### config.mk
export PLATFORM = sky130hd
export DESIGN_NAME = vedge_ctrl
export DESIGN_NICKNAME = d
export VERILOG_FILES = /design/src/hw/rtl/vedge_pkg.sv /design/src/hw/rtl/vedge_ctrl.sv
export SDC_FILE = /design/constraint.sdc
export NUM_CORES = 1
export LEC_CHECK = 0
export ABC_AREA = 1
export BUFFER_PORTS_ARGS = -buffer_cell sky130_fd_sc_hd__buf_2
export CORE_UTILIZATION = 50
export DETAILED_ROUTE_END_ITERATION = 16
export PLACE_DENSITY = 0.74
export SLEW_MARGIN = 20
export SYNTH_ARGS = -nofsm -noshare
export SYNTH_HDL_FRONTEND = slang
export SYNTH_SLANG_ARGS = --single-unit
export TNS_END_PERCENT = 10
### constraint.sdc
create_clock -name clk -period 7.65 [get_ports clk]
set_input_delay 1.53 -clock clk [delete_from_list [all_inputs] [get_ports clk]]
set_output_delay 1.53 -clock clk [all_outputs]
set_load 0.005 [all_outputs]
### src/hw/rtl/vedge_pkg.sv
// Shared constants and types for the vertical edge 3x3 convolution unit.
package vedge_pkg;

	localparam int MAX_WIDTH_DEF = 2048;

	// Configuration register indexes
	localparam logic [7:0] REG_IMAGE_WIDTH  = 8'd0;
	localparam logic [7:0] REG_IMAGE_HEIGHT = 8'd1;

	localparam logic [11:0] WIDTH_RESET  = 12'd640;
	localparam logic [15:0] HEIGHT_RESET = 16'd480;
	localparam int          MIN_DIM      = 3;

	// Window centre position and result flags for one pixel
	typedef struct packed {
		logic [10:0] center_col;
		logic [15:0] center_row;
		logic        produce;
		logic        frame_last;
	} pos_t;

endpackage

### src/hw/rtl/vedge_ctrl.sv
// Configuration registers and raster column/row counters.
module vedge_ctrl import vedge_pkg::*; #(
	parameter int MAX_WIDTH = MAX_WIDTH_DEF,
	localparam int CW = $clog2(MAX_WIDTH)
) (
	input  logic          clk,
	input  logic          arst_n,
	input  logic          cfg_write,
	input  logic [7:0]    cfg_index,
	input  logic [15:0]   cfg_data,
	input  logic          accept,
	output logic [CW-1:0] addr,
	output pos_t          pos
);

	localparam int WW = (CW + 1 > 12) ? CW + 1 : 12;

	logic [11:0]   image_width_q;
	logic [15:0]   image_height_q;
	logic [CW-1:0] col_q;
	logic [15:0]   row_q;

	logic [WW-1:0] w_eff;
	logic [15:0]   h_eff;
	logic [WW-1:0] col_ext;
	logic          col_wrap;
	logic [WW-1:0] c;
	logic [16:0]   r_pre;
	logic [15:0]   r;
	logic [WW-1:0] c_next;
	logic [16:0]   r_next;
	logic [WW-1:0] c_less;

	// Store configuration writes; unknown indexes are dropped
	always_ff @(posedge clk or negedge arst_n) begin
		if (!arst_n) begin
			image_width_q  <= WIDTH_RESET;
			image_height_q <= HEIGHT_RESET;
		end else if (cfg_write) begin
			case (cfg_index)
				REG_IMAGE_WIDTH:  image_width_q  <= cfg_data[11:0];
				REG_IMAGE_HEIGHT: image_height_q <= cfg_data;
				default: ;
			endcase
		end
	end

	// Clamp frame dimensions
	always_comb begin
		if (WW'(image_width_q) < WW'(MIN_DIM))
			w_eff = WW'(MIN_DIM);
		else if (WW'(image_width_q) > WW'(MAX_WIDTH))
			w_eff = WW'(MAX_WIDTH);
		else
			w_eff = WW'(image_width_q);
		h_eff = (image_height_q < 16'(MIN_DIM)) ? 16'(MIN_DIM) : image_height_q;
	end

	// Position of the incoming pixel, ending a row or frame early if shrunk
	always_comb begin
		col_ext  = WW'(col_q);
		col_wrap = (col_ext >= w_eff);
		c        = col_wrap ? '0 : col_ext;
		r_pre    = col_wrap ? ({1'b0, row_q} + 17'd1) : {1'b0, row_q};
		r        = (r_pre >= {1'b0, h_eff}) ? 16'd0 : r_pre[15:0];
		c_less   = c - WW'(1);

		addr           = c[CW-1:0];
		pos.center_col = c_less[10:0];
		pos.center_row = r - 16'd1;
		pos.produce    = (c >= WW'(2)) && (r >= 16'd2);
		pos.frame_last = (c == w_eff - WW'(1)) && (r == h_eff - 16'd1);

		c_next = c + WW'(1);
		r_next = {1'b0, r} + 17'd1;
	end

	// Advance counters on each pixel transfer
	always_ff @(posedge clk or negedge arst_n) begin
		if (!arst_n) begin
			col_q <= '0;
			row_q <= '0;
		end else if (accept) begin
			if (c_next >= w_eff) begin
				col_q <= '0;
				row_q <= (r_next >= {1'b0, h_eff}) ? 16'd0 : r_next[15:0];
			end else begin
				col_q <= c_next[CW-1:0];
				row_q <= r;
			end
		end
	end

endmodule

==> key figures <==
Outcome
  – Status: completed

Setup path
  – Critical Path Slowest Stage Cell: dfstp_2
  – Setup CP Type: reg -> out
  – WP data required: about 6.1 ns
  – CP endpoint kind: primary output
  – Worst Path Arrival: approximately 5.6 ns
  – CP max FO: 9
  – Reg2Reg Launch Point: image_width_q[9]
  – CP dominant cell by count: nand2_1
  – Crit-path max cell delay: approximately 0.56 ns
  – CP Launch Type: flop
  – Critical Path Source: image_width_q[9]

Routing
  – First-pass DRT Iterations: 7
  – DR WL/cell: around 16 µm
  – DRT antenna net count: 0
  – Vias: 6830
  – Number of remaining DRC errors: 0
  – Routed wire length: 19.8 mm
  – Routed vias/inst: 5.43
  – Number of DRC markers in iteration 0: approximately 600

Floorplanning
  – Die span in x: ~120 µm
  – Top Ports: 68
  – Die Span Y: 118 µm
  – Core Area: between 10000 and 15000 µm²
  – Site row count: 42
  – Die area: 14000 µm²
  – Initial Utilization: around half

Yosys
  – Yosys top cell by area: dfrtp_1
  – Cells after Synth: 1001
  – Largest family of logic cells by synthesized area: simple AND/OR/NAND/NOR gates
  – Synth Area per Inst: 6.75 µm²
  – Yosys warnings: 0
  – Yosys top cell area share: between 10% and 20%
  – Async SR Flop Fraction: 100%
  – Cell Area, Synth: 6750 µm²
  – #FFs+latches synth: 55
  – Dominant synthesized flop cell: dfrtp_1
  – Commonest cells in the netlist: 224 x nand2_1, 154 x inv_1, 102 x nor2_1
  – Count leader, synth: nand2_1
  – Synth top area cells: dfrtp_1 18%, nand2_1 12%, ha_1 12%
  – Simple-gate share of the synthesized area: between 30% and 40%
  – Synth unique cells: 50
  – Compound-Gate Fraction of Synth Area: 10.1%
  – Syn nets: 1093
  – Synth Area in Adders: between 10% and 20%
  – Synth Area in XOR/XNOR: 9.45%
  – EDFF count, synth: 0
  – Sequential fraction of the synthesis area: 20.5%
  – Multiplexer share of the synthesized area: less than 1%

Cells and area
  – Diode count: 0
  – Post-Layout Cell Count: 1258
  – Final Net Count: about 1200
  – Fillers: 1259
  – Area added between synthesis and finish: 13.1%
  – Reg area: around 1400 µm²
  – Fraction of layout instances using a drive strength above 1: 18.6%
  – Area of the multi-input gates: 4710 µm²

Clock tree
  – H-tree depth: 2
  – Root buf cell: clkbuf_16
  – CTS tree: done
  – Clock Sinks: 55
  – Num CTS Buffers: 5
  – Clk slew on worst S/H paths: around 0.080 ns
  – Hold_buf cts: 0
  – Clock Tree Buf Depth: 2
  – Clk Latency, worst-skew pair: 0.30 ns

STA
  – Period minus WS final: 7.16 ns
  – Tcrit/Tclk final: a little over 90%
  – Hold WS: around 0.50 ns
  – RSZ-0062 raised after global routing: false
  – Slew headroom: between 40% and 50%
  – Measured slew at the worst slew-check pin: between 0.7 and 0.8 ns
  – Peak Freq: 140 MHz
  – Hold Violations, Final: 0
  – Layout Skew: 0.00834 ns
  – Setup total negative slack: 0 ns
  – Final slew viol count: 0
  – Finish-stage setup viols: 0
  – Final setup margin: ~0.49 ns

GRT
  – Vias in the first global route: 6265
  – GRT Util Overall: 28.3%
  – Global-route wire length before repair: 31.2 mm
  – Largest net degree at the start of global routing: 56
  – Initial antenna violation count: 0
  – Global route overflow: 0

Place
  – RePlAce Congestion: 0.963
  – Post-Place Setup Slack: about 0.58 ns
  – DPL Wire Length: 15.8 mm
  – Port Buffer Count: 67
  – DP Cell Count: 1238

Min path
  – HP Start: image_height_q[7]
  – Hold Crit Class: reg -> reg

Flow run
  – Max Cap Viol: 0
## critical path: cells and delay by family, from the launching register on
kind                     cells  cell delay, ns
AO/OA/AOI/OAI                4            0.70
adder cells (fa/ha/maj)      2            0.62
buffers and inverters        6            0.79
flip-flops                   1            0.56
AND/OR/NAND/NOR             23            2.67
## per-stage QoR
step,util [%],instance area (µm²)
floorplan,-,6750
global placement,55.2,7290
finish,57.9,7640
detailed placement,55.2,7290
global route,57.9,7640
CTS,56.6,7460
## layout by cell type (no fill, tap or decap), types with 13 or more instances in the layout
| master | synthesis | routed |
|---|---|---|
| nand4_1 | 20 | 20 |
| buf_4 | 0 | 18 |
| dfrtp_1 | 49 | 48 |
| o21ai_0 | 45 | 45 |
| nor2_1 | 102 | 100 |
| ha_1 | 64 | 64 |
| o21ai_1 | 14 | 13 |
| nand3_1 | 50 | 50 |
| nor3_1 | 23 | 23 |
| a21oi_1 | 34 | 34 |
| inv_1 | 154 | 154 |
| nand2_2 | 12 | 13 |
| nand2_1 | 224 | 221 |
| nor2_2 | 13 | 15 |
| buf_2 | 3 | 67 |
| xor2_1 | 69 | 69 |
| inv_2 | 17 | 17 |
## final timing paths
check | to | slack [ns] | cells past startpoint
hold / removal | image_height_q[7] | 0.50 | 2
setup reg to reg | row_q[5] | 0.77 | 45
setup / recovery | pos[1] | 0.49 | 35
hold reg to reg | image_height_q[7] | 0.50 | 2
min in group asynchronous | image_width_q[3] | 1.35 | 2
max in group asynchronous | image_width_q[11] | 5.78 | 2
## timing repair
action	CTS	global route
hold endpoints to repair	0	0
setup endpoints to repair	0	24
buffers inserted	0	10
resized for setup	0	14
## state kept, by name, indices dropped and copies added (netlist names)
name            count
col_q              11
image_height_q     16
image_width_q      12
row_q              16
## routing by layer
metal  vias to the layer above  track usage, %  wire length, µm
met5                         -               0                0
met4                         0            8.25              491
met3                        44            4.58             1590
met2                       284            44.1             8860
met1                      3112            40.0             8810
li1                       3390               -                -
## final cells by class
cell class | count | share of cell area, %
repair buffers | 86 | 6.42
inverters | 173 | 8.54
clock inverters | 2 | 0.508
flip-flops and latches | 55 | 18.1
clock buffers | 6 | 1.82
well taps | 176 | 2.88
multi-input cells | 760 | 61.7
## cell families after synthesis
group / Yosys count
adder cells (fa/ha/maj): 64
AO/OA/AOI/OAI: 121
flip-flops: 55
AND/OR/NAND/NOR: 497
multiplexers: 4
XOR/XNOR: 72
buffers and inverters: 188
Power is left out: the tool's default activity adds up to more than one toggle a clock period on the data nets, which glitch-free logic cannot reach.
