===== src/hw/rtl/vedge_pkg.sv =====
// Shared constants and types for the vertical edge 3x3 convolution unit.
package vedge_pkg;

	localparam int MAX_WIDTH_DEF = 2048;

	// Configuration register indexes
	localparam logic [7:0] REG_IMAGE_WIDTH  = 8'd0;
	localparam logic [7:0] REG_IMAGE_HEIGHT = 8'd1;

	localparam logic [11:0] WIDTH_RESET  = 12'd640;
	localparam logic [15:0] HEIGHT_RESET = 16'd480;
	localparam int          MIN_DIM      = 3;

	// Window centre position and result flags for one pixel
	typedef struct packed {
		logic [10:0] center_col;
		logic [15:0] center_row;
		logic        produce;
		logic        frame_last;
	} pos_t;

endpackage


===== src/hw/rtl/vedge_grad.sv =====
// 3x3 window, gradient arithmetic and result output register.
module vedge_grad import vedge_pkg::*; (
	input  logic        clk,
	input  logic        arst_n,
	input  logic        shift_en,
	input  logic [7:0]  pixel,
	input  logic [7:0]  up1,
	input  logic [7:0]  up2,
	input  pos_t        pos,
	output logic        load_ok,
	output logic        m_tvalid,
	input  logic        m_tready,
	output logic [39:0] m_tdata,
	output logic        m_tlast
);

	logic [7:0] win_mid_q [3];
	logic [7:0] win_new_q [3];

	logic [9:0]         left_sum;
	logic [9:0]         right_sum;
	logic signed [10:0] grad;

	logic [10:0] gradient_q;
	logic [10:0] center_col_q;
	logic [15:0] center_row_q;

	// Left column is the middle column before the shift, right is the new one
	always_comb begin
		left_sum  = 10'(win_mid_q[0]) + 10'(win_mid_q[1]) + 10'(win_mid_q[2]);
		right_sum = 10'(up2) + 10'(up1) + 10'(pixel);
		grad      = $signed(11'(left_sum)) - $signed(11'(right_sum));
	end

	// Shift the window one column
	always_ff @(posedge clk or negedge arst_n) begin
		if (!arst_n) begin
			for (int i = 0; i < 3; i++) begin
				win_mid_q[i] <= '0;
				win_new_q[i] <= '0;
			end
		end else if (shift_en) begin
			for (int i = 0; i < 3; i++)
				win_mid_q[i] <= win_new_q[i];
			win_new_q[0] <= up2;
			win_new_q[1] <= up1;
			win_new_q[2] <= pixel;
		end
	end

	assign load_ok = !m_tvalid || m_tready;

	// Hold the result until the transfer completes
	always_ff @(posedge clk or negedge arst_n) begin
		if (!arst_n) begin
			m_tvalid <= 1'b0;
		end else if (shift_en && pos.produce) begin
			m_tvalid <= 1'b1;
		end else if (m_tready) begin
			m_tvalid <= 1'b0;
		end
	end

	always_ff @(posedge clk) begin
		if (shift_en && pos.produce) begin
			gradient_q   <= grad;
			center_col_q <= pos.center_col;
			center_row_q <= pos.center_row;
			m_tlast      <= pos.frame_last;
		end
	end

	assign m_tdata = {2'b00, center_row_q, center_col_q, gradient_q};

endmodule


===== config.mk =====
export PLATFORM = sky130hd
export DESIGN_NAME = vedge_grad
export DESIGN_NICKNAME = d
export VERILOG_FILES = /design/src/hw/rtl/vedge_pkg.sv /design/src/hw/rtl/vedge_grad.sv
export SDC_FILE = /design/constraint.sdc
export NUM_CORES = 1
export LEC_CHECK = 0
export BUFFER_PORTS_ARGS = -buffer_cell sky130_fd_sc_hd__buf_2
export CAP_MARGIN = 30
export CORE_MARGIN = 10
export CORE_UTILIZATION = 48
export DETAILED_ROUTE_END_ITERATION = 12
export PLACE_DENSITY = 0.75
export SLEW_MARGIN = 5
export SYNTH_ARGS = -nofsm -noshare
export SYNTH_HDL_FRONTEND = slang
export SYNTH_SLANG_ARGS = --single-unit

===== constraint.sdc =====
create_clock -name clk -period 3.09 [get_ports clk]
set_input_delay 0.4635 -clock clk [delete_from_list [all_inputs] [get_ports clk]]
set_output_delay 0.4635 -clock clk [all_outputs]
set_load 0.05 [all_outputs]

==> flow_metrics.env, run 1 <==
export IMPL_status="complete, but fails checks"
export IMPL_violations="setup timing"
export IMPL_tritoncts="built"
export IMPL_grt_first_pass_wirelength_um=13400
export IMPL_port_buffers=97
export IMPL_powerDensity_nw_per_um2=993
export IMPL_fillers=696
export IMPL_setup_viol=7
export IMPL_area_delta_synth_final_pct=24.5
export IMPL_timing_hold_violations_final=0
export IMPL_drc=0
export IMPL_skew_ns=0.0119
export IMPL_post_route_util_pct=60.9
export IMPL_yosys_warnings=0
export IMPL_grt_util_all_layers_pct=12.7
export IMPL_cap_violations=0
export IMPL_cts_root_buf="clkbuf_8"
export IMPL_grt_pass1_vias=2799
export IMPL_grt_overflow_total=0
export IMPL_hold_path_class="input pin to asynchronous set/reset pin"
export IMPL_peakVddDrop_v=0.000530
export IMPL_vias=2529
export IMPL_wirelength_um=8030
export IMPL_worstMarginPinSlew_ns=0.879
export IMPL_worst_slack_ns=-0.250
export IMPL_slew_limit_headroom_pct=41.4
export IMPL_final_nets=523
export IMPL_die_width_um=114
export IMPL_ant_nets=0
export IMPL_drive_gt1_share_pct=44.9
export IMPL_dieArea_um2=13000
export IMPL_clock_fmax_mhz=299
export IMPL_dieHeight_um=114
export IMPL_hpwl_um=6370
export IMPL_leakagePower_nw=2.50
export IMPL_cts_sinks=88
export IMPL_via_per_inst=4.72
export IMPL_syn_avg_cell_area_um2=13.9
export IMPL_crit_arrival_ns=3.45
export IMPL_total_power_mw=5.22
export IMPL_rsz0062_at_grt="true"
export IMPL_clkTransAtPathRegs_ns=0.10
export IMPL_drt_initial_drc_count=78
export IMPL_synth_cells=304
export IMPL_core_um2=8640
export IMPL_clock_latency_ns=0.36
export IMPL_ys_async_sr_fraction_pct=55.7
export IMPL_gp_congestion=0.770
export IMPL_yosysUniqueCellTypes=29
export IMPL_layout_commonest_cell="buf_2"
export IMPL_antenna_found_initial=0
export IMPL_dr_pass1_iters=4
export IMPL_synth_edf_count=39
export IMPL_ys_ff_latch=88
export IMPL_n_antenna_cell=0
export IMPL_start_util_pct=48.9
export IMPL_final_cell_mix="buf_2 (97), inv_1 (68), dfrtp_1 (49), edfxtp_1 (39), mux2_2 (34)"
export IMPL_htree_levels=3
export IMPL_required_ns=3.20
export IMPL_synth_area_um2=4220
export IMPL_finalCritPeriodShare_pct=108
export IMPL_wire_per_inst_um=15.0
export IMPL_yosysSeqAreaShare_pct=56.8
export IMPL_cp_end_kind="flip-flop"
export IMPL_grt_max_degree=60
export IMPL_finalCriticalPeriod_ns=3.34
export IMPL_final_max_slew_viol_count=0
export IMPL_cts_buffer_depth=2
export IMPL_synth_ff_type="dfrtp_1"
export IMPL_rows=34
export IMPL_numCtsBuffers=9
export IMPL_startpoint_type="flip-flop"
export IMPL_cp_max_fo=3
export IMPL_io_pins=100
export IMPL_crit_type="flip-flop to flip-flop"
timing repair:
| action | in CTS | in global routing |
|---|---|---|
| hold buffers | 0 | 0 |
| resized for setup | 10 | 7 |
| pin swaps | 14 | 7 |
| hold endpoints to repair | 0 | 0 |
| endpoints found under the setup margin | 8 | 7 |
| buffers inserted | 5 | 2 |
layer usage:
metal	vias to the layer above	share of wire [%]	wire [um]	global-route usage [%]
met4	0	1.4	110	4.76
li1	1195	-	-	-
met5	-	0	0	0
met3	11	8.2	662	3.99
met2	90	45	3630	20.0
met1	1233	45	3620	16.0
cells by family (layout without fill, tap and decap cells):
| kind of cell | Yosys count | count (layout) | synth area share [%] |
|---|---|---|---|
| AO/OA/AOI/OAI | 25 | 25 | 3.61 |
| XOR/XNOR | 7 | 7 | 1.45 |
| adder cells (fa/ha/maj) | 43 | 43 | 18.4 |
| buffers and inverters | 84 | 207 | 7.82 |
| flip-flops | 88 | 88 | 56.8 |
| multiplexers | 37 | 37 | 9.86 |
| other | 1 | 2 | 0.0888 |
| AND/OR/NAND/NOR | 19 | 19 | 1.98 |
final timing paths:
path / from / to / slack (ns) / cells after the start
max reg2reg: win_mid_q[9] / gradient_q[9] / -0.25 / 15
min reg2reg: win_new_q[9] / win_mid_q[9] / 0.48 / 2
min: arst_n / win_mid_q[3] / 0.08 / 1
max in group asynchronous: arst_n / win_mid_q[22] / 2.49 / 2
min in group clk: pos[5] / center_row_q[3] / 0.27 / 1
max: win_mid_q[9] / gradient_q[9] / -0.25 / 15
registers in the layout (all words and copies together), names as in the netlist:
signal / flops
center_col_q: 11
win_mid_q: 24
m_tvalid: 1
gradient_q: 11
m_tlast: 1
center_row_q: 16
win_new_q: 24
stage by stage:
stage | instance area, um2 | instances | TNS, ns | worst slack [ns] | hold WS (ns)
floorplan | 4270 | 305 | -0.880 | -0.218 | 0.168
global placement | 4950 | 515 | -2.58 | -0.424 | 0.456
detailed placement | 4970 | 516 | -3.13 | -0.542 | 0.465
CTS | 5220 | 535 | -0.875 | -0.250 | 0.0836
global route | 5260 | 536 | -1.64 | -0.367 | 0.101
finish | 5260 | 536 | -0.825 | -0.250 | 0.0834
cell type report:
cell class / instances / area (um2) / share of cell area [%]
Clock inverter: 7 / 62.6 / 1.19
Clock buffer: 9 / 124 / 2.35
Multi-Input combinational cell: 133 / 1600 / 30.5
Sequential cell: 88 / 2400 / 45.6
Inverter: 75 / 289 / 5.49
Tap cell: 108 / 135 / 2.57
Timing Repair Buffer: 116 / 648 / 12.3
worst max-delay path, stage by stage (launching register included):
cell      delay, ns
dfrtp_1        0.35
inv_2          0.04
fa_1           0.49
inv_1          0.05
fa_1           0.49
inv_1          0.05
fa_1           0.44
inv_2          0.08
ha_4           0.13
inv_2          0.04
fa_2           0.35
inv_2          0.08
a21oi_4        0.06
o221ai_2       0.15
o211ai_1       0.15
xnor2_1        0.15
synthesized netlist by cell type, drive strengths merged (2+ instances only):
cell	number	area share, %
a21oi	6	0.89
nand2	13	1.2
nand2b	2	0.30
mux2	37	9.9
dfrtp	49	29
ha	11	3.3
fa	32	15
xnor2	6	1.2
edfxtp	39	28
buf	8	1.1
o21ai	13	1.6
inv	75	6.7
a21o	2	0.36
report_power, final:
group | internal (mW) | total [mW] | switching (mW)
Combinational | 1.36 | 2.87 | 1.51
Clock | 0.312 | 0.768 | 0.455
Sequential | 1.51 | 1.58 | 0.0721
Total | 3.18 | 5.22 | 2.04
No activity file was read; power rests on OpenSTA's default activity.
==> run 2, diff against run 1 <==
- CORE_UTILIZATION: 48 -> 54
- PLACE_DENSITY: 0.75 -> not set
- PLACE_DENSITY_LB_ADDON: not set -> 0.2
- clock period: 3.09 -> 3.8 ns (I/O delays scaled with it)
==> run 2 against run 1 <==
Compared with the run above: the run now ends clean; worst hold slack better by 0.090 ns; non-clock buffer count is 16 lower; combinational power is 43% lower; cell count is 4.1% lower; die area is 9.2% lower; first-iteration DRC count is 15% higher; total power is 33% lower; critical path type unchanged; sequential share of layout area is 2.4 points higher; critical path depth stayed put; flip-flop and latch count stayed put; final area is 5.0% lower; core utilization is 4.1 points higher.
==> flow_metrics.env, run 2 (synthesized netlist as in run 1, its figures left out) <==
export IMPL_place_inst=498
export IMPL_final_nets=507
export IMPL_timing_hold_violations_final=0
export IMPL_path_buf_inv=6
export IMPL_tritoncts="built"
export IMPL_layout_commonest_cell="buf_2"
export IMPL_final_max_slew_viol_count=0
export IMPL_fillers=636
export IMPL_cts_buffer_depth=2
export IMPL_cp_max_fo=3
export IMPL_cpPeakStageDelay_ns=0.50
export IMPL_finalCritPeriodShare_pct=92.0
export IMPL_reg_top3="win_mid_q (24), win_new_q (24), center_row_q (16)"
export IMPL_n_antenna_cell=0
export IMPL_startpoint_type="flip-flop"
export IMPL_cts_sinks=88
export IMPL_crit_arrival_ns=3.59
export IMPL_postCtsHoldBufs=0
export IMPL_final_cells=514
export IMPL_cap_violations=0
export IMPL_r2r_start="win_mid_q[9]"
export IMPL_die_width_um=108
export IMPL_hold_path_class="input pin to asynchronous set/reset pin"
export IMPL_via_per_inst=4.65
export IMPL_leakagePower_nw=2.40
export IMPL_setup_viol=0
export IMPL_status="complete, no violations"
export IMPL_worst_slack_ns=0.303
export IMPL_start_util_pct=54.9
export IMPL_hpwl_um=5890
export IMPL_core_um2=7690
export IMPL_htree_levels=3
export IMPL_grt_first_pass_wirelength_um=12100
export IMPL_rsz0062_at_grt="false"
export IMPL_grt_overflow_total=0
export IMPL_area_delta_synth_final_pct=18.3
export IMPL_slew_limit_headroom_pct=41.9
export IMPL_fin_area_um2=5000
export IMPL_grt_pass1_vias=2534
export IMPL_wirelength_um=7310
export IMPL_rows=32
export IMPL_antenna_found_initial=0
export IMPL_crit_top_cell="inv_1"
export IMPL_cp_top_family="adder cells"
export IMPL_cts_resized_gates=0
export IMPL_port_buffers=97
export IMPL_clkTransAtPathRegs_ns=0.09
export IMPL_crit_type="flip-flop to flip-flop"
export IMPL_powerDensity_nw_per_um2=698
export IMPL_peakVddDrop_v=0.000340
export IMPL_worstMarginPinSlew_ns=0.872
export IMPL_critPathLaunch="win_mid_q[9]"
export IMPL_crit_path_cell_trace="inv_1 > fa_1 > inv_1 > fa_1 > inv_1 > fa_1 > inv_1 > ha_1 > inv_1 > fa_1 > inv_1 > a21oi_1 > o221ai_1 > o211ai_1 > xnor2_1"
export IMPL_grt_util_all_layers_pct=13.0
export IMPL_final_cell_mix="buf_2 (97), inv_1 (75), dfrtp_1 (49), edfxtp_1 (39), mux2_2 (34)"
export IMPL_skew_ns=0.0136
export IMPL_clock_latency_ns=0.35
export IMPL_cts_root_buf="clkbuf_8"
export IMPL_place_area_um2=4830
export IMPL_finalCriticalPeriod_ns=3.50
export IMPL_ant_nets=0
export IMPL_grt_max_degree=60
export IMPL_dr_pass1_iters=4
export IMPL_numCtsBuffers=9
export IMPL_cp_slowest_cell="fa_1"
export IMPL_drt_initial_drc_count=90
export IMPL_cp_end_kind="flip-flop"
export IMPL_dieArea_um2=11800
export IMPL_dieHeight_um=108
export IMPL_drive_gt1_share_pct=37.4
export IMPL_post_cts_buffers=0
export IMPL_io_pins=100
export IMPL_wire_per_inst_um=14.2
export IMPL_drc=0
export IMPL_pre_cts_ws_ns=-0.00526
export IMPL_gp_congestion=0.764
export IMPL_required_ns=3.89
export IMPL_vias=2390
export IMPL_clock_fmax_mhz=286
## run 2: cell types whose count changed in the layout (fill, tap and decap cells not counted), sizes merged
cell,before,now
buf,116,100
inv,80,77
clkinv,2,5
## run 2: power breakdown
group | internal [mW] | leakage, nW | switching, mW | total (mW)
Sequential | 1.23 | 0.945 | 0.0502 | 1.28
Combinational | 0.659 | 1.36 | 0.989 | 1.65
Clock | 0.238 | 0.0912 | 0.326 | 0.563
## run 2: path summary, 6_finish.rpt
check,cells past startpoint,slack (ns),end
min in group clk,1,0.39,center_row_q[8]
max in group asynchronous,2,3.09,win_mid_q[5]
hold reg to reg,2,0.48,win_mid_q[14]
hold / removal,1,0.17,win_new_q[23]
setup / recovery,15,0.30,gradient_q[9]
setup reg to reg,15,0.30,gradient_q[9]
## run 2: area by class of cell
cell class              count  area [um2]  area share [%]
multi-input cells         133        1500            30.0
clock inverters             7        45.0           0.901
flip-flops and latches     88        2400            48.0
repair buffers            100         520            10.4
inverters                  75         282            5.63
well taps                 102         128            2.55
clock buffers               9         124            2.48
## run 2: routing by layer
layer  part of all wire, %  up-vias  GRT usage [%]  routed length (um)
met3                   6.6        8           3.45                 484
met2                    48       64           20.7                3510
met5                     0        -              0                   0
met4                  0.94        0           5.37                  69
li1                      -     1165              -                   -
met1                    44     1153           16.6                3250
## run 2: metrics by stage
step / utilization [%] / hold slack (ns) / TNS [ns] / total power, mW
after floorplan: - / 0.274 / 0 / 2.63
after global placement: 62.5 / 0.461 / 0 / 2.93
after detailed placement: 62.8 / 0.472 / -0.00526 / 2.97
after CTS: 65.0 / 0.175 / 0 / 3.55
after global routing: 65.0 / 0.185 / 0 / 3.78
final: 65.0 / 0.174 / 0 / 3.49
